[src/rtl/gds_pkg.sv]
`timescale 1ns / 1ps

package gds_pkg;

    typedef struct packed {
        logic [1:0]  command;
        logic [4:0]  set_day;
        logic [3:0]  set_month;
        logic [13:0] set_year;
        logic [15:0] step_count;
    } gds_req_t;

    typedef struct packed {
        logic [4:0]  out_day;
        logic [3:0]  out_month;
        logic [13:0] out_year;
        logic [21:0] serial_day;
        logic        error;
    } gds_res_t;

    localparam logic [1:0] CMD_SET   = 2'd0;
    localparam logic [1:0] CMD_FWD   = 2'd1;
    localparam logic [1:0] CMD_BACK  = 2'd2;
    localparam logic [1:0] CMD_QUERY = 2'd3;

    localparam logic [13:0] YEAR_MAX  = 14'd9999;
    localparam logic [26:0] RECIP_100 = 27'd5243;
    localparam int unsigned RECIP_SHIFT = 19;

    typedef enum logic [3:0] {
        OP_NOP,
        OP_MUL,
        OP_LPTMP,
        OP_LPCUR,
        OP_SETCHK,
        OP_FWD,
        OP_BACK,
        OP_SER1,
        OP_SER2,
        OP_EMIT
    } gds_op_t;

    typedef enum logic [1:0] {
        Y_CUR,
        Y_SET,
        Y_PREV
    } gds_ysel_t;

    typedef enum logic [2:0] {
        C_DISP,
        C_SEQ,
        C_JMP,
        C_LOOP,
        C_EMIT
    } gds_cond_t;

    typedef struct packed {
        gds_op_t    op;
        gds_ysel_t  ysel;
        gds_cond_t  cond;
        logic [3:0] target;
    } gds_uword_t;

    localparam logic [3:0] UA_IDLE    = 4'd0;
    localparam logic [3:0] UA_SET     = 4'd1;
    localparam logic [3:0] UA_SETLP   = 4'd2;
    localparam logic [3:0] UA_SETCHK  = 4'd3;
    localparam logic [3:0] UA_FWD     = 4'd4;
    localparam logic [3:0] UA_FWDMUL  = 4'd5;
    localparam logic [3:0] UA_FWDLP   = 4'd6;
    localparam logic [3:0] UA_BACK    = 4'd7;
    localparam logic [3:0] UA_BACKMUL = 4'd8;
    localparam logic [3:0] UA_BACKLP  = 4'd9;
    localparam logic [3:0] UA_SER     = 4'd10;
    localparam logic [3:0] UA_SER1    = 4'd11;
    localparam logic [3:0] UA_SER2    = 4'd12;
    localparam logic [3:0] UA_EMIT    = 4'd13;

    function automatic gds_uword_t ucode(input logic [3:0] addr);
        gds_uword_t w;
        w = '{op: OP_NOP, ysel: Y_CUR, cond: C_JMP, target: UA_IDLE};
        case (addr)
            UA_IDLE:    w = '{op: OP_NOP,    ysel: Y_CUR,  cond: C_DISP, target: UA_IDLE};
            UA_SET:     w = '{op: OP_MUL,    ysel: Y_SET,  cond: C_SEQ,  target: UA_IDLE};
            UA_SETLP:   w = '{op: OP_LPTMP,  ysel: Y_SET,  cond: C_SEQ,  target: UA_IDLE};
            UA_SETCHK:  w = '{op: OP_SETCHK, ysel: Y_SET,  cond: C_JMP,  target: UA_SER};
            UA_FWD:     w = '{op: OP_FWD,    ysel: Y_CUR,  cond: C_LOOP, target: UA_SER};
            UA_FWDMUL:  w = '{op: OP_MUL,    ysel: Y_CUR,  cond: C_SEQ,  target: UA_IDLE};
            UA_FWDLP:   w = '{op: OP_LPCUR,  ysel: Y_CUR,  cond: C_JMP,  target: UA_FWD};
            UA_BACK:    w = '{op: OP_BACK,   ysel: Y_CUR,  cond: C_LOOP, target: UA_SER};
            UA_BACKMUL: w = '{op: OP_MUL,    ysel: Y_CUR,  cond: C_SEQ,  target: UA_IDLE};
            UA_BACKLP:  w = '{op: OP_LPCUR,  ysel: Y_CUR,  cond: C_JMP,  target: UA_BACK};
            UA_SER:     w = '{op: OP_MUL,    ysel: Y_PREV, cond: C_SEQ,  target: UA_IDLE};
            UA_SER1:    w = '{op: OP_SER1,   ysel: Y_PREV, cond: C_SEQ,  target: UA_IDLE};
            UA_SER2:    w = '{op: OP_SER2,   ysel: Y_PREV, cond: C_SEQ,  target: UA_IDLE};
            UA_EMIT:    w = '{op: OP_EMIT,   ysel: Y_CUR,  cond: C_EMIT, target: UA_IDLE};
            default:    w = '{op: OP_NOP,    ysel: Y_CUR,  cond: C_JMP,  target: UA_IDLE};
        endcase
        return w;
    endfunction

    function automatic logic [4:0] month_len(input logic [3:0] m, input logic leap);
        logic [4:0] n;
        case (m)
            4'd2:    n = leap ? 5'd29 : 5'd28;
            4'd4:    n = 5'd30;
            4'd6:    n = 5'd30;
            4'd9:    n = 5'd30;
            4'd11:   n = 5'd30;
            default: n = 5'd31;
        endcase
        return n;
    endfunction

    function automatic logic [8:0] days_before(input logic [3:0] m);
        logic [8:0] n;
        case (m)
            4'd1:    n = 9'd0;
            4'd2:    n = 9'd31;
            4'd3:    n = 9'd59;
            4'd4:    n = 9'd90;
            4'd5:    n = 9'd120;
            4'd6:    n = 9'd151;
            4'd7:    n = 9'd181;
            4'd8:    n = 9'd212;
            4'd9:    n = 9'd243;
            4'd10:   n = 9'd273;
            4'd11:   n = 9'd304;
            4'd12:   n = 9'd334;
            default: n = 9'd0;
        endcase
        return n;
    endfunction

endpackage

[src/rtl/gregorian_date_stepper.sv]
`timescale 1ns / 1ps

// Channel   Signals                     Carries
// request   cmd_valid, cmd_stall, cmd   command, date to load, day count
// result    res_valid, res_stall, res   date, serial day number, error flag
//
// One request at a time. Set checks and loads the date; forward and back move it by the day
// stepper, which sets the rate: one day per cycle, pausing at each year boundary to update the
// leap flag. Every request ends by computing the serial day number into the result register.
// After reset the date is 1/1/0001. cmd_stall is high while a request is in work.
// A result held under res_stall stalls only the final step of the next request.

module gregorian_date_stepper (
    input  logic              clk,
    input  logic              rst_n,
    input  logic              cmd_valid,
    output logic              cmd_stall,
    input  gds_pkg::gds_req_t cmd,
    output logic              res_valid,
    input  logic              res_stall,
    output gds_pkg::gds_res_t res
);
    import gds_pkg::*;

    logic [3:0]  upc_reg, upc_next;
    gds_req_t    cmd_reg, cmd_next;
    logic [4:0]  day_reg, day_next;
    logic [3:0]  month_reg, month_next;
    logic [13:0] year_reg, year_next;
    logic        leap_reg, leap_next;
    logic        lp_reg, lp_next;
    logic [15:0] count_reg, count_next;
    logic        err_reg, err_next;
    logic [26:0] prod_reg, prod_next;
    logic [21:0] serial_reg, serial_next;
    logic        res_valid_reg, res_valid_next;
    gds_res_t    res_reg, res_next;

    gds_uword_t  uw;
    logic        accept;
    logic        done;
    logic        yrchg;
    logic        res_free;
    logic [13:0] yop;
    logic [7:0]  quot;
    logic [13:0] rem100;
    logic        lp;
    logic [4:0]  mlen_cur;
    logic [4:0]  mlen_set;
    logic        set_ok;
    logic [3:0]  disp;

    assign uw        = ucode(upc_reg);
    assign cmd_stall = (upc_reg != UA_IDLE);
    assign accept    = cmd_valid && !cmd_stall;
    assign res_free  = !res_valid_reg || !res_stall;
    assign res_valid = res_valid_reg;
    assign res       = res_reg;

    always_comb
    begin
        case (uw.ysel)
            Y_SET:   yop = cmd_reg.set_year;
            Y_PREV:  yop = year_reg - 14'd1;
            default: yop = year_reg;
        endcase
        quot     = prod_reg[RECIP_SHIFT +: 8];
        rem100   = yop - 14'({6'd0, quot} * 14'd100);
        lp       = (yop[1:0] == 2'd0) && ((rem100 != 14'd0) || (quot[1:0] == 2'd0));
        mlen_cur = month_len(month_reg, leap_reg);
        mlen_set = month_len(cmd_reg.set_month, lp_reg);
        set_ok   = (cmd_reg.set_year >= 14'd1) && (cmd_reg.set_year <= YEAR_MAX)
                   && (cmd_reg.set_month >= 4'd1) && (cmd_reg.set_month <= 4'd12)
                   && (cmd_reg.set_day >= 5'd1) && (cmd_reg.set_day <= mlen_set);
        case (cmd.command)
            CMD_SET:  disp = UA_SET;
            CMD_FWD:  disp = UA_FWD;
            CMD_BACK: disp = UA_BACK;
            default:  disp = UA_SER;
        endcase
    end

    always_comb
    begin
        cmd_next       = cmd_reg;
        day_next       = day_reg;
        month_next     = month_reg;
        year_next      = year_reg;
        leap_next      = leap_reg;
        lp_next        = lp_reg;
        count_next     = count_reg;
        err_next       = err_reg;
        prod_next      = prod_reg;
        serial_next    = serial_reg;
        res_next       = res_reg;
        res_valid_next = res_valid_reg && res_stall;
        done           = 1'b0;
        yrchg          = 1'b0;

        case (uw.op)
            OP_NOP:
            begin
                if (accept)
                begin
                    cmd_next   = cmd;
                    count_next = cmd.step_count;
                    err_next   = 1'b0;
                end
            end
            OP_MUL:
            begin
                prod_next = {13'd0, yop} * RECIP_100;
            end
            OP_LPTMP:
            begin
                lp_next = lp;
            end
            OP_LPCUR:
            begin
                leap_next = lp;
            end
            OP_SETCHK:
            begin
                if (set_ok)
                begin
                    day_next   = cmd_reg.set_day;
                    month_next = cmd_reg.set_month;
                    year_next  = cmd_reg.set_year;
                    leap_next  = lp_reg;
                end
                else
                begin
                    err_next = 1'b1;
                end
            end
            OP_FWD:
            begin
                if (count_reg == 16'd0)
                begin
                    done = 1'b1;
                end
                else if (day_reg < mlen_cur)
                begin
                    day_next   = day_reg + 5'd1;
                    count_next = count_reg - 16'd1;
                end
                else if (month_reg < 4'd12)
                begin
                    day_next   = 5'd1;
                    month_next = month_reg + 4'd1;
                    count_next = count_reg - 16'd1;
                end
                else if (year_reg >= YEAR_MAX)
                begin
                    err_next = 1'b1;
                    done     = 1'b1;
                end
                else
                begin
                    day_next   = 5'd1;
                    month_next = 4'd1;
                    year_next  = year_reg + 14'd1;
                    count_next = count_reg - 16'd1;
                    yrchg      = 1'b1;
                end
            end
            OP_BACK:
            begin
                if (count_reg == 16'd0)
                begin
                    done = 1'b1;
                end
                else if (day_reg > 5'd1)
                begin
                    day_next   = day_reg - 5'd1;
                    count_next = count_reg - 16'd1;
                end
                else if (month_reg > 4'd1)
                begin
                    month_next = month_reg - 4'd1;
                    day_next   = month_len(month_reg - 4'd1, leap_reg);
                    count_next = count_reg - 16'd1;
                end
                else if (year_reg <= 14'd1)
                begin
                    err_next = 1'b1;
                    done     = 1'b1;
                end
                else
                begin
                    day_next   = 5'd31;
                    month_next = 4'd12;
                    year_next  = year_reg - 14'd1;
                    count_next = count_reg - 16'd1;
                    yrchg      = 1'b1;
                end
            end
            OP_SER1:
            begin
                serial_next = {8'd0, yop} * 22'd365;
            end
            OP_SER2:
            begin
                serial_next = serial_reg + 22'(yop >> 2) - 22'(quot) + 22'(quot >> 2)
                              + 22'(days_before(month_reg))
                              + 22'((month_reg > 4'd2) && leap_reg)
                              + 22'(day_reg) - 22'd1;
            end
            OP_EMIT:
            begin
                if (res_free)
                begin
                    res_next = '{out_day: day_reg, out_month: month_reg, out_year: year_reg,
                                 serial_day: serial_reg, error: err_reg};
                    res_valid_next = 1'b1;
                end
            end
            default:
            begin
                done = 1'b0;
            end
        endcase

        case (uw.cond)
            C_DISP:  upc_next = accept ? disp : upc_reg;
            C_SEQ:   upc_next = upc_reg + 4'd1;
            C_JMP:   upc_next = uw.target;
            C_LOOP:  upc_next = done ? uw.target : (yrchg ? upc_reg + 4'd1 : upc_reg);
            C_EMIT:  upc_next = res_free ? uw.target : upc_reg;
            default: upc_next = UA_IDLE;
        endcase
    end

    always_ff @(posedge clk or negedge rst_n)
    begin
        if (!rst_n)
        begin
            upc_reg       <= UA_IDLE;
            cmd_reg       <= '0;
            day_reg       <= 5'd1;
            month_reg     <= 4'd1;
            year_reg      <= 14'd1;
            leap_reg      <= 1'b0;
            lp_reg        <= 1'b0;
            count_reg     <= '0;
            err_reg       <= 1'b0;
            prod_reg      <= '0;
            serial_reg    <= '0;
            res_valid_reg <= 1'b0;
            res_reg       <= '0;
        end
        else
        begin
            upc_reg       <= upc_next;
            cmd_reg       <= cmd_next;
            day_reg       <= day_next;
            month_reg     <= month_next;
            year_reg      <= year_next;
            leap_reg      <= leap_next;
            lp_reg        <= lp_next;
            count_reg     <= count_next;
            err_reg       <= err_next;
            prod_reg      <= prod_next;
            serial_reg    <= serial_next;
            res_valid_reg <= res_valid_next;
            res_reg       <= res_next;
        end
    end

    // The held date is always a real date within the supported range.
    a_date_range: assert property (@(posedge clk) disable iff (!rst_n)
        (month_reg >= 4'd1) && (month_reg <= 4'd12) && (day_reg >= 5'd1)
        && (year_reg >= 14'd1) && (year_reg <= YEAR_MAX))
        else $error("held date out of range");

    // Between requests the day fits the month under the cached leap flag.
    a_day_fits: assert property (@(posedge clk) disable iff (!rst_n)
        (upc_reg == UA_IDLE) |-> (day_reg <= mlen_cur))
        else $error("day beyond month length");

    // A new result appears only from the final microcode step.
    a_res_source: assert property (@(posedge clk) disable iff (!rst_n)
        $rose(res_valid_reg) |-> $past(upc_reg == UA_EMIT))
        else $error("result raised outside the emit step");

    // Leaving the emit step means the result register took the result.
    a_emit_taken: assert property (@(posedge clk) disable iff (!rst_n)
        (upc_reg == UA_EMIT) && res_free |=> res_valid_reg && (upc_reg == UA_IDLE))
        else $error("emit step left without a result");

endmodule
[config.mk]
export PLATFORM = sky130hd
export DESIGN_NAME = gregorian_date_stepper
export DESIGN_NICKNAME = d
export VERILOG_FILES = /design/src/rtl/gds_pkg.sv /design/src/rtl/gregorian_date_stepper.sv
export SDC_FILE = /design/constraint.sdc
export NUM_CORES = 1
export LEC_CHECK = 0
export ABC_AREA = 1
export BUFFER_PORTS_ARGS = -buffer_cell sky130_fd_sc_hd__buf_4
export CAP_MARGIN = 40
export CORE_AREA = 2 2 245 247
export CTS_CLUSTER_DIAMETER = 80
export DETAILED_ROUTE_END_ITERATION = 7
export DIE_AREA = 0 0 247 249
export PLACE_DENSITY = 0.45
export SYNTH_ARGS = -nofsm -noshare
export SYNTH_HDL_FRONTEND = slang
export SYNTH_SLANG_ARGS = --single-unit
[constraint.sdc]
create_clock -name clk -period 7.43 [get_ports clk]
set_input_delay 0.3715 -clock clk [delete_from_list [all_inputs] [get_ports clk]]
set_output_delay 0.3715 -clock clk [all_outputs]
set_load 0.01 [all_outputs]
* Word-level counts from Yosys, hierarchy flattened
Memory sizes are Yosys's and may differ from the RTL's. Cells that the tools add are included.
Word-level totals: memories kept 2, input port bits 45, ROM bits 352, word-level logic and storage cells 231, flip-flop bits (word level) 165, output and inout bits 48
Operators by class: magnitude comparators 13, mux-type cells 87, add/subtract/negate cells 16, eq/ne operators 52, multipliers 3, reduce and logical (&&, ||, !) cells 39
Memory list:
- (name not given) | words 16, width 13, read ports 1, clocked after Yosys merged registers in 0, wr ports 0, RTL line gds_pkg.sv:82 | case (addr)
- (name not given) | words 16, width 9, read ports 1, clocked after Yosys merged registers in 0, wr ports 0, RTL line gds_pkg.sv:117 | case (m)
Operators with widths (number):
- 16-bit 2-to-1 mux | 9
- 14-bit 2-to-1 mux | 9
- 4-bit 2-to-1 mux | 13
- 16-bit case mux with 3 select lines | 1
- 5-bit 2-to-1 mux | 9
- 22-bit case mux with 2 select lines | 1
- 14-bit case mux with 3 select lines | 1
- 4-bit by 3-bit == test with 1-bit output (second input constant) | 10
- 4-bit == test (second input constant) | 8
- 1-bit 2-to-1 mux | 31
- 2-bit inequality test (second input constant) | 15
- 14-bit case mux with 2 select lines | 1
- 14-bit by 13-bit multiplier with 27-bit output (second input constant) | 1
- 4-bit case mux with 3 select lines | 2
- 22-bit by 1-bit adder with 22-bit output | 1
- 22-bit by 12-bit adder with 22-bit output | 1
- 22-bit by 5-bit adder with 22-bit output | 1
- 22-bit by 6-bit adder with 22-bit output | 1
- 22-bit by 9-bit adder with 22-bit output | 1
- 14-bit by 9-bit multiplier with 22-bit output (second input constant) | 1
- 22-bit by 1-bit subtractor with 22-bit output (second input constant) | 1
- 22-bit by 8-bit subtractor with 22-bit output | 1
- 4-bit by 2-bit == test with 1-bit output (second input constant) | 5
- 4-bit case mux with 5 select lines | 1
- 53 further kinds | 85

* Longest topological paths before layout
An unclocked memory read counts as a cell.
word-level depth 11, depth in mapped cells 33, mapped depth without buffers 33

* Worst setup path after synthesis
No wires, ideal clock.
kind reg2reg, start point reg upc_reg[0], end point reg prod_reg[23], path slack 1493 ps, library setup time 132 ps, stages on the path, launching flop included 29, data arrival time 5805 ps, data required time 7298 ps, cells stage by stage dfrtp_1 > inv_2 > ha_1 > inv_1 > nand2_1 > nand3_2 > nand2_1 > inv_1 > nand2_1 > and3_1 > clkbuf_1 > inv_1 > ha_1 > fa_1 > fa_1 > inv_1 > fa_1 > fa_1 > inv_1 > ha_1 > nand2_1 > o21ai_0 > o21bai_1 > nand2_1 > nand3_1 > a31o_2 > or2_2 > nand3_1 > o21ai_0
On the way: word-level cells in the longest chain between the ends 4, elaborated cells between the ends (all ways) 6, those cells by class mul: 1; eq/ne: 3; mux: 1; memory: 1
Ends and longest elaborated chain:
- start, declared | RTL line gregorian_date_stepper.sv:25 | logic [3:0] upc_reg, upc_next;
- start signal, assigned | RTL line gregorian_date_stepper.sv:254 | upc_reg <= upc_next;
- memory read 16 x 13 bit (*)
- 2-bit == test / 2-bit by 1-bit == test with 1-bit output (equally long branches) | RTL line gregorian_date_stepper.sv:62 | case (uw.ysel)
- 14-bit case mux with 2 select lines | RTL line gregorian_date_stepper.sv:62
- 14-bit by 13-bit multiplier with 27-bit output | RTL line gregorian_date_stepper.sv:112 | prod_next = {13'd0, yop} * RECIP_100;
- end signal, assigned | RTL line gregorian_date_stepper.sv:263 | prod_reg <= prod_next;
- end, declared | RTL line gregorian_date_stepper.sv:34 | logic [26:0] prod_reg, prod_next;
Mark *: on every way between the ends. The rest lies on a longest branch, timed or not. A chain may end at the register's enable or synchronous reset.

* Final worst setup path
start point reg upc_reg[0], end point reg prod_reg[20]
Same word-level chain as after synthesis.

==> flow_results.org <==
** CTS
- CTS saw roughly 150 sinks.
- Skew-Pair Late Insertion Delay :: a little under 0.5 ns
- Number of buffers inserted during clock tree synthesis :: 17
- TritonCTS built the clock tree.
- The clock tree synthesis step divided the H-tree into 4 levels.
- CTS placed an instance of sky130_fd_sc_hd__clkbuf_16 at the clock tree root.
- Clk buf depth :: 2
- After clock tree synthesis, the clock-pin slew on the worst setup and hold paths is 0.07 ns.

** Floorplan
- Row count :: 89
- Width of the die :: ~250 um
- During I/O placement, the number of pins put on the boundary was 93.
- Vert. Die Dim :: around 250 um
- Initial core utilization :: 0.298
- The core region is between 50,000 and 60,000 sq um.
- The die covers roughly 62,000 sq um.

** Synth
- The synthesized design contains 0 enable-type register cells.
- A synthesized cell averages about 7.8 sq um.
- Yosys printed 0 warnings.
- Sequential-to-total area share from yosys stat :: 0.209
- Share of async-settable or async-resettable flops after synthesis :: 1.00
- In the synthesized netlist, the number of instances is around 2.3k.
- Yosys reg bits :: about 150
- In the synthesized netlist the dominant register cell turns out to be sky130_fd_sc_hd__dfrtp_1.
- Nets in the synthesized netlist :: around 2.7k
- Post-Syn Area :: between 15,000 and 20,000 sq um
- Number of different library cells in the post-synthesis netlist :: a little over 60

** Critical path
- Kind of end point of the critical path :: flip-flop
- The worst register-to-register path has a depth of 26.
- Crit path max fanout :: 8
- STA puts the critical path data required time at between 7 and 8 ns.
- Delay of the slowest cell on the worst path :: around 0.55 ns
- The startpoint identified for the worst register-to-register timing path is upc_reg[0]$_DFFE_PN0P_.
- The setup check on the worst reg-to-reg path leaves a slack of around 0.72 ns.
- The worst setup path is launched from a flip-flop.
- Standard cell with the maximum stage delay on the critical path :: sky130_fd_sc_hd__fa_1
- Arrival time of the worst setup path :: 7.06 ns
- The endpoint identified for the worst register-to-register timing path is prod_reg[20]$_DFFE_PN0N_.
- The critical path is of the flip-flop to flip-flop type.
- The most numerous cell type found on the critical path is sky130_fd_sc_hd__inv_1.

** Placement
- Once detailed placement completed, the half-perimeter wirelength came to 45.9 mm.
- During placement, the flow inserted port buffers numbering 92.
- Final weighted congestion in routability-driven placement :: 0.917
- OpenSTA, run right after detailed placement, puts the worst setup slack at between 0.5 and 0.6 ns.

** Route
- Remaining routing DRC violations :: 0
- Average routed wire per standard cell :: ~18 um
- Starting DRC count in detailed routing :: ~780
- Antenna Violating Nets Remaining :: 0
- For this block, the via count after detailed routing is 15.2k.
- Detailed Route WL :: around 55 mm
- In the routed layout, each cell is associated on average with a via count of just under 5.
- 1st-pass router iterations :: 5

** Cells and area
- The repair_antennas step left the layout with diodes totalling 0.
- From synthesis to final layout, the design area changed by 13.0%.
- Most common cell after layout, fill and taps aside :: sky130_fd_sc_hd__nand2_1
- Leaving out fill and tap cells, the most frequent cells in the layout are sky130_fd_sc_hd__nand2_1 (450), sky130_fd_sc_hd__inv_1 (434), sky130_fd_sc_hd__ha_1 (245), sky130_fd_sc_hd__o21ai_0 (171), sky130_fd_sc_hd__dfrtp_1 (143).
- Fraction of final layout cells with drive strength greater than 1 :: 0.0872
- Post-route core utilization :: 0.337
- The register with the most flip-flops in the layout has 46 of them.
- At the end of the flow, the number of nets in the layout was ~2.8k.

** Timing
- The number of slew-limit violations in the final report came to 0.
- Slack of the critical path :: a little over 0.7 ns
- Unrepaired setup endpoints after global routing :: no
- Total of endpoints with negative setup slack in the final report :: 0
- Slew headroom :: 0.413
- Post-route minimum period :: roughly 6.7 ns
- Based on the critical path, the design can be clocked at up to 0.149 GHz.
- Worst clock skew :: around 0.017 ns
- After routing, the total negative slack on setup checks comes to 0 ns.
- Dividing the final minimum period by the clock period gives 0.903.
- Final hold violation count :: 0
- For the pin with the worst max-slew slack, the measured transition is between 0.8 and 0.9 ns.

** GRT
- Across every metal layer, demand over resource in global routing totals 0.187.
- For this run the aggregate overflow at the end of global routing stands at 0.
- The number of antenna violations at the first check in global routing came to 0.
- Entering global routing, the biggest net connects slightly below 80 pins.
- Vias in the first global route :: about 16k
- Global-route wire length before repair :: slightly below 90 mm

** Min path
- Instance count along the most critical hold path :: 3
- Hold_sp :: cmd[30]
- The worst hold path terminates at cmd_reg[30]$_DFFE_PN0P_.
- Worst hold path type :: input port to flip-flop

** Outcome
- Result of the run :: finished clean

** Run
- The tool flagged a number of max-cap violations equal to 0.
## how the worst max path moves through the flow
stage / slack, ns / start / to
after floorplan: 1.49 / upc_reg[0]$_DFFE_PN0P_ / prod_reg[23]$_DFFE_PN0N_
after global placement: 0.60 / year_reg[1]$_DFFE_PN0P_ / prod_reg[20]$_DFFE_PN0N_
after detailed placement: 0.55 / year_reg[1]$_DFFE_PN0P_ / prod_reg[20]$_DFFE_PN0N_
after CTS: 0.51 / year_reg[1]$_DFFE_PN0P_ / prod_reg[20]$_DFFE_PN0N_
after global routing: 0.20 / upc_reg[0]$_DFFE_PN0P_ / prod_reg[25]$_DFFE_PN0N_
final: 0.72 / upc_reg[0]$_DFFE_PN0P_ / prod_reg[20]$_DFFE_PN0N_
## metrics by stage
stage / cells / hold slack, ns / cell area [sq um]
after floorplan: 2256 / 0.0759 / 17500
after global placement: 3099 / 0.472 / 19100
after detailed placement: 3103 / 0.182 / 19200
after CTS: 3136 / 0.0535 / 19800
after global routing: 3136 / 0.0821 / 19800
final: 3136 / 0.0935 / 19800
## routing by layer
metal	wire [um]	vias to the layer above	part of all wire	track usage
li1	-	7506	-	-
met1	25300	7279	0.46	0.244
met2	26800	332	0.48	0.318
met3	2120	60	0.038	0.0291
met4	1260	0	0.023	0.0515
met5	0	-	0	0
## worst max-delay path: cells and delay by family, from the launching register on
family	cells	cell delay [ns]
buffers and inverters	7	0.77
and+or+nand+nor	6	1.13
adders and majority gates	7	3.09
xor gates and xnor gates	1	0.29
DFF	1	0.47
AOI/OAI and AO/OA	5	0.81
## logic make-up (layout without fill, tap and decap cells)
kind of cell	after synthesis	after routing	synth area share
AO/OA/AOI/OAI	416	416	0.134
XOR/XNOR	53	53	0.0265
adder cells (fa/ha/maj)	381	381	0.330
buffers and inverters	488	595	0.108
flip-flops	146	146	0.209
multiplexers	1	1	0.000643
AND/OR/NAND/NOR	771	771	0.192
## cells in the mapped netlist (3+ instances only)
cell type / count / area [sq um]
sky130_fd_sc_hd__inv_2: 14 / 52.6
sky130_fd_sc_hd__o221ai_1: 14 / 123
sky130_fd_sc_hd__fa_1: 136 / 2720
sky130_fd_sc_hd__nor2_8: 3 / 60.1
sky130_fd_sc_hd__a221oi_1: 4 / 35.0
sky130_fd_sc_hd__inv_1: 434 / 1630
sky130_fd_sc_hd__a22oi_1: 3 / 22.5
sky130_fd_sc_hd__a211oi_1: 5 / 37.5
sky130_fd_sc_hd__nor4_1: 9 / 56.3
sky130_fd_sc_hd__nand2_1: 450 / 1690
sky130_fd_sc_hd__nor3_1: 22 / 110
sky130_fd_sc_hd__o21ai_1: 28 / 140
sky130_fd_sc_hd__o22ai_1: 17 / 106
sky130_fd_sc_hd__a21oi_1: 108 / 541
sky130_fd_sc_hd__buf_4: 4 / 30.0
sky130_fd_sc_hd__xnor2_1: 10 / 87.6
sky130_fd_sc_hd__a21o_1: 10 / 75.1
sky130_fd_sc_hd__o21bai_1: 8 / 60.1
sky130_fd_sc_hd__ha_1: 245 / 3070
sky130_fd_sc_hd__nor3b_1: 4 / 30.0
sky130_fd_sc_hd__o211ai_1: 12 / 90.1
sky130_fd_sc_hd__o31ai_1: 7 / 52.6
sky130_fd_sc_hd__xor2_1: 43 / 377
sky130_fd_sc_hd__nand4_1: 18 / 113
sky130_fd_sc_hd__o21ai_0: 171 / 856
sky130_fd_sc_hd__nor2_2: 5 / 31.3
sky130_fd_sc_hd__dfrtp_1: 143 / 3580
sky130_fd_sc_hd__or2_2: 13 / 81.3
sky130_fd_sc_hd__nand3_1: 110 / 551
sky130_fd_sc_hd__buf_6: 4 / 45.0
sky130_fd_sc_hd__a31oi_1: 17 / 106
sky130_fd_sc_hd__buf_1: 3 / 11.3
sky130_fd_sc_hd__nand2_2: 4 / 25.0
sky130_fd_sc_hd__nand3b_1: 4 / 30.0
sky130_fd_sc_hd__buf_2: 6 / 30.0
sky130_fd_sc_hd__nor2_1: 115 / 432
sky130_fd_sc_hd__dfstp_2: 3 / 78.8
sky130_fd_sc_hd__clkbuf_1: 22 / 82.6
## repair_timing
| action | 4_1_cts | 5_1_grt |
|---|---|---|
| hold endpoints to repair | 102 | 0 |
| hold buffers | 1 | 0 |
| resized for setup | 0 | 1 |
| endpoints found under the setup margin | 0 | 3 |
| setup buffers | 0 | 0 |
## area by class of cell
| class | count | area, sq um |
|---|---|---|
| well taps | 773 | 967 |
| multi-input cells | 1622 | 12000 |
| repair buffers | 114 | 918 |
| fillers | 6258 | 38900 |
| clock buffers | 20 | 457 |
| flip-flops and latches | 146 | 3660 |
| inverters | 449 | 1690 |
| clock inverters | 12 | 121 |
Power is left out: the tool's default activity adds up to more than one toggle a clock period on the data nets, which glitch-free logic cannot reach.
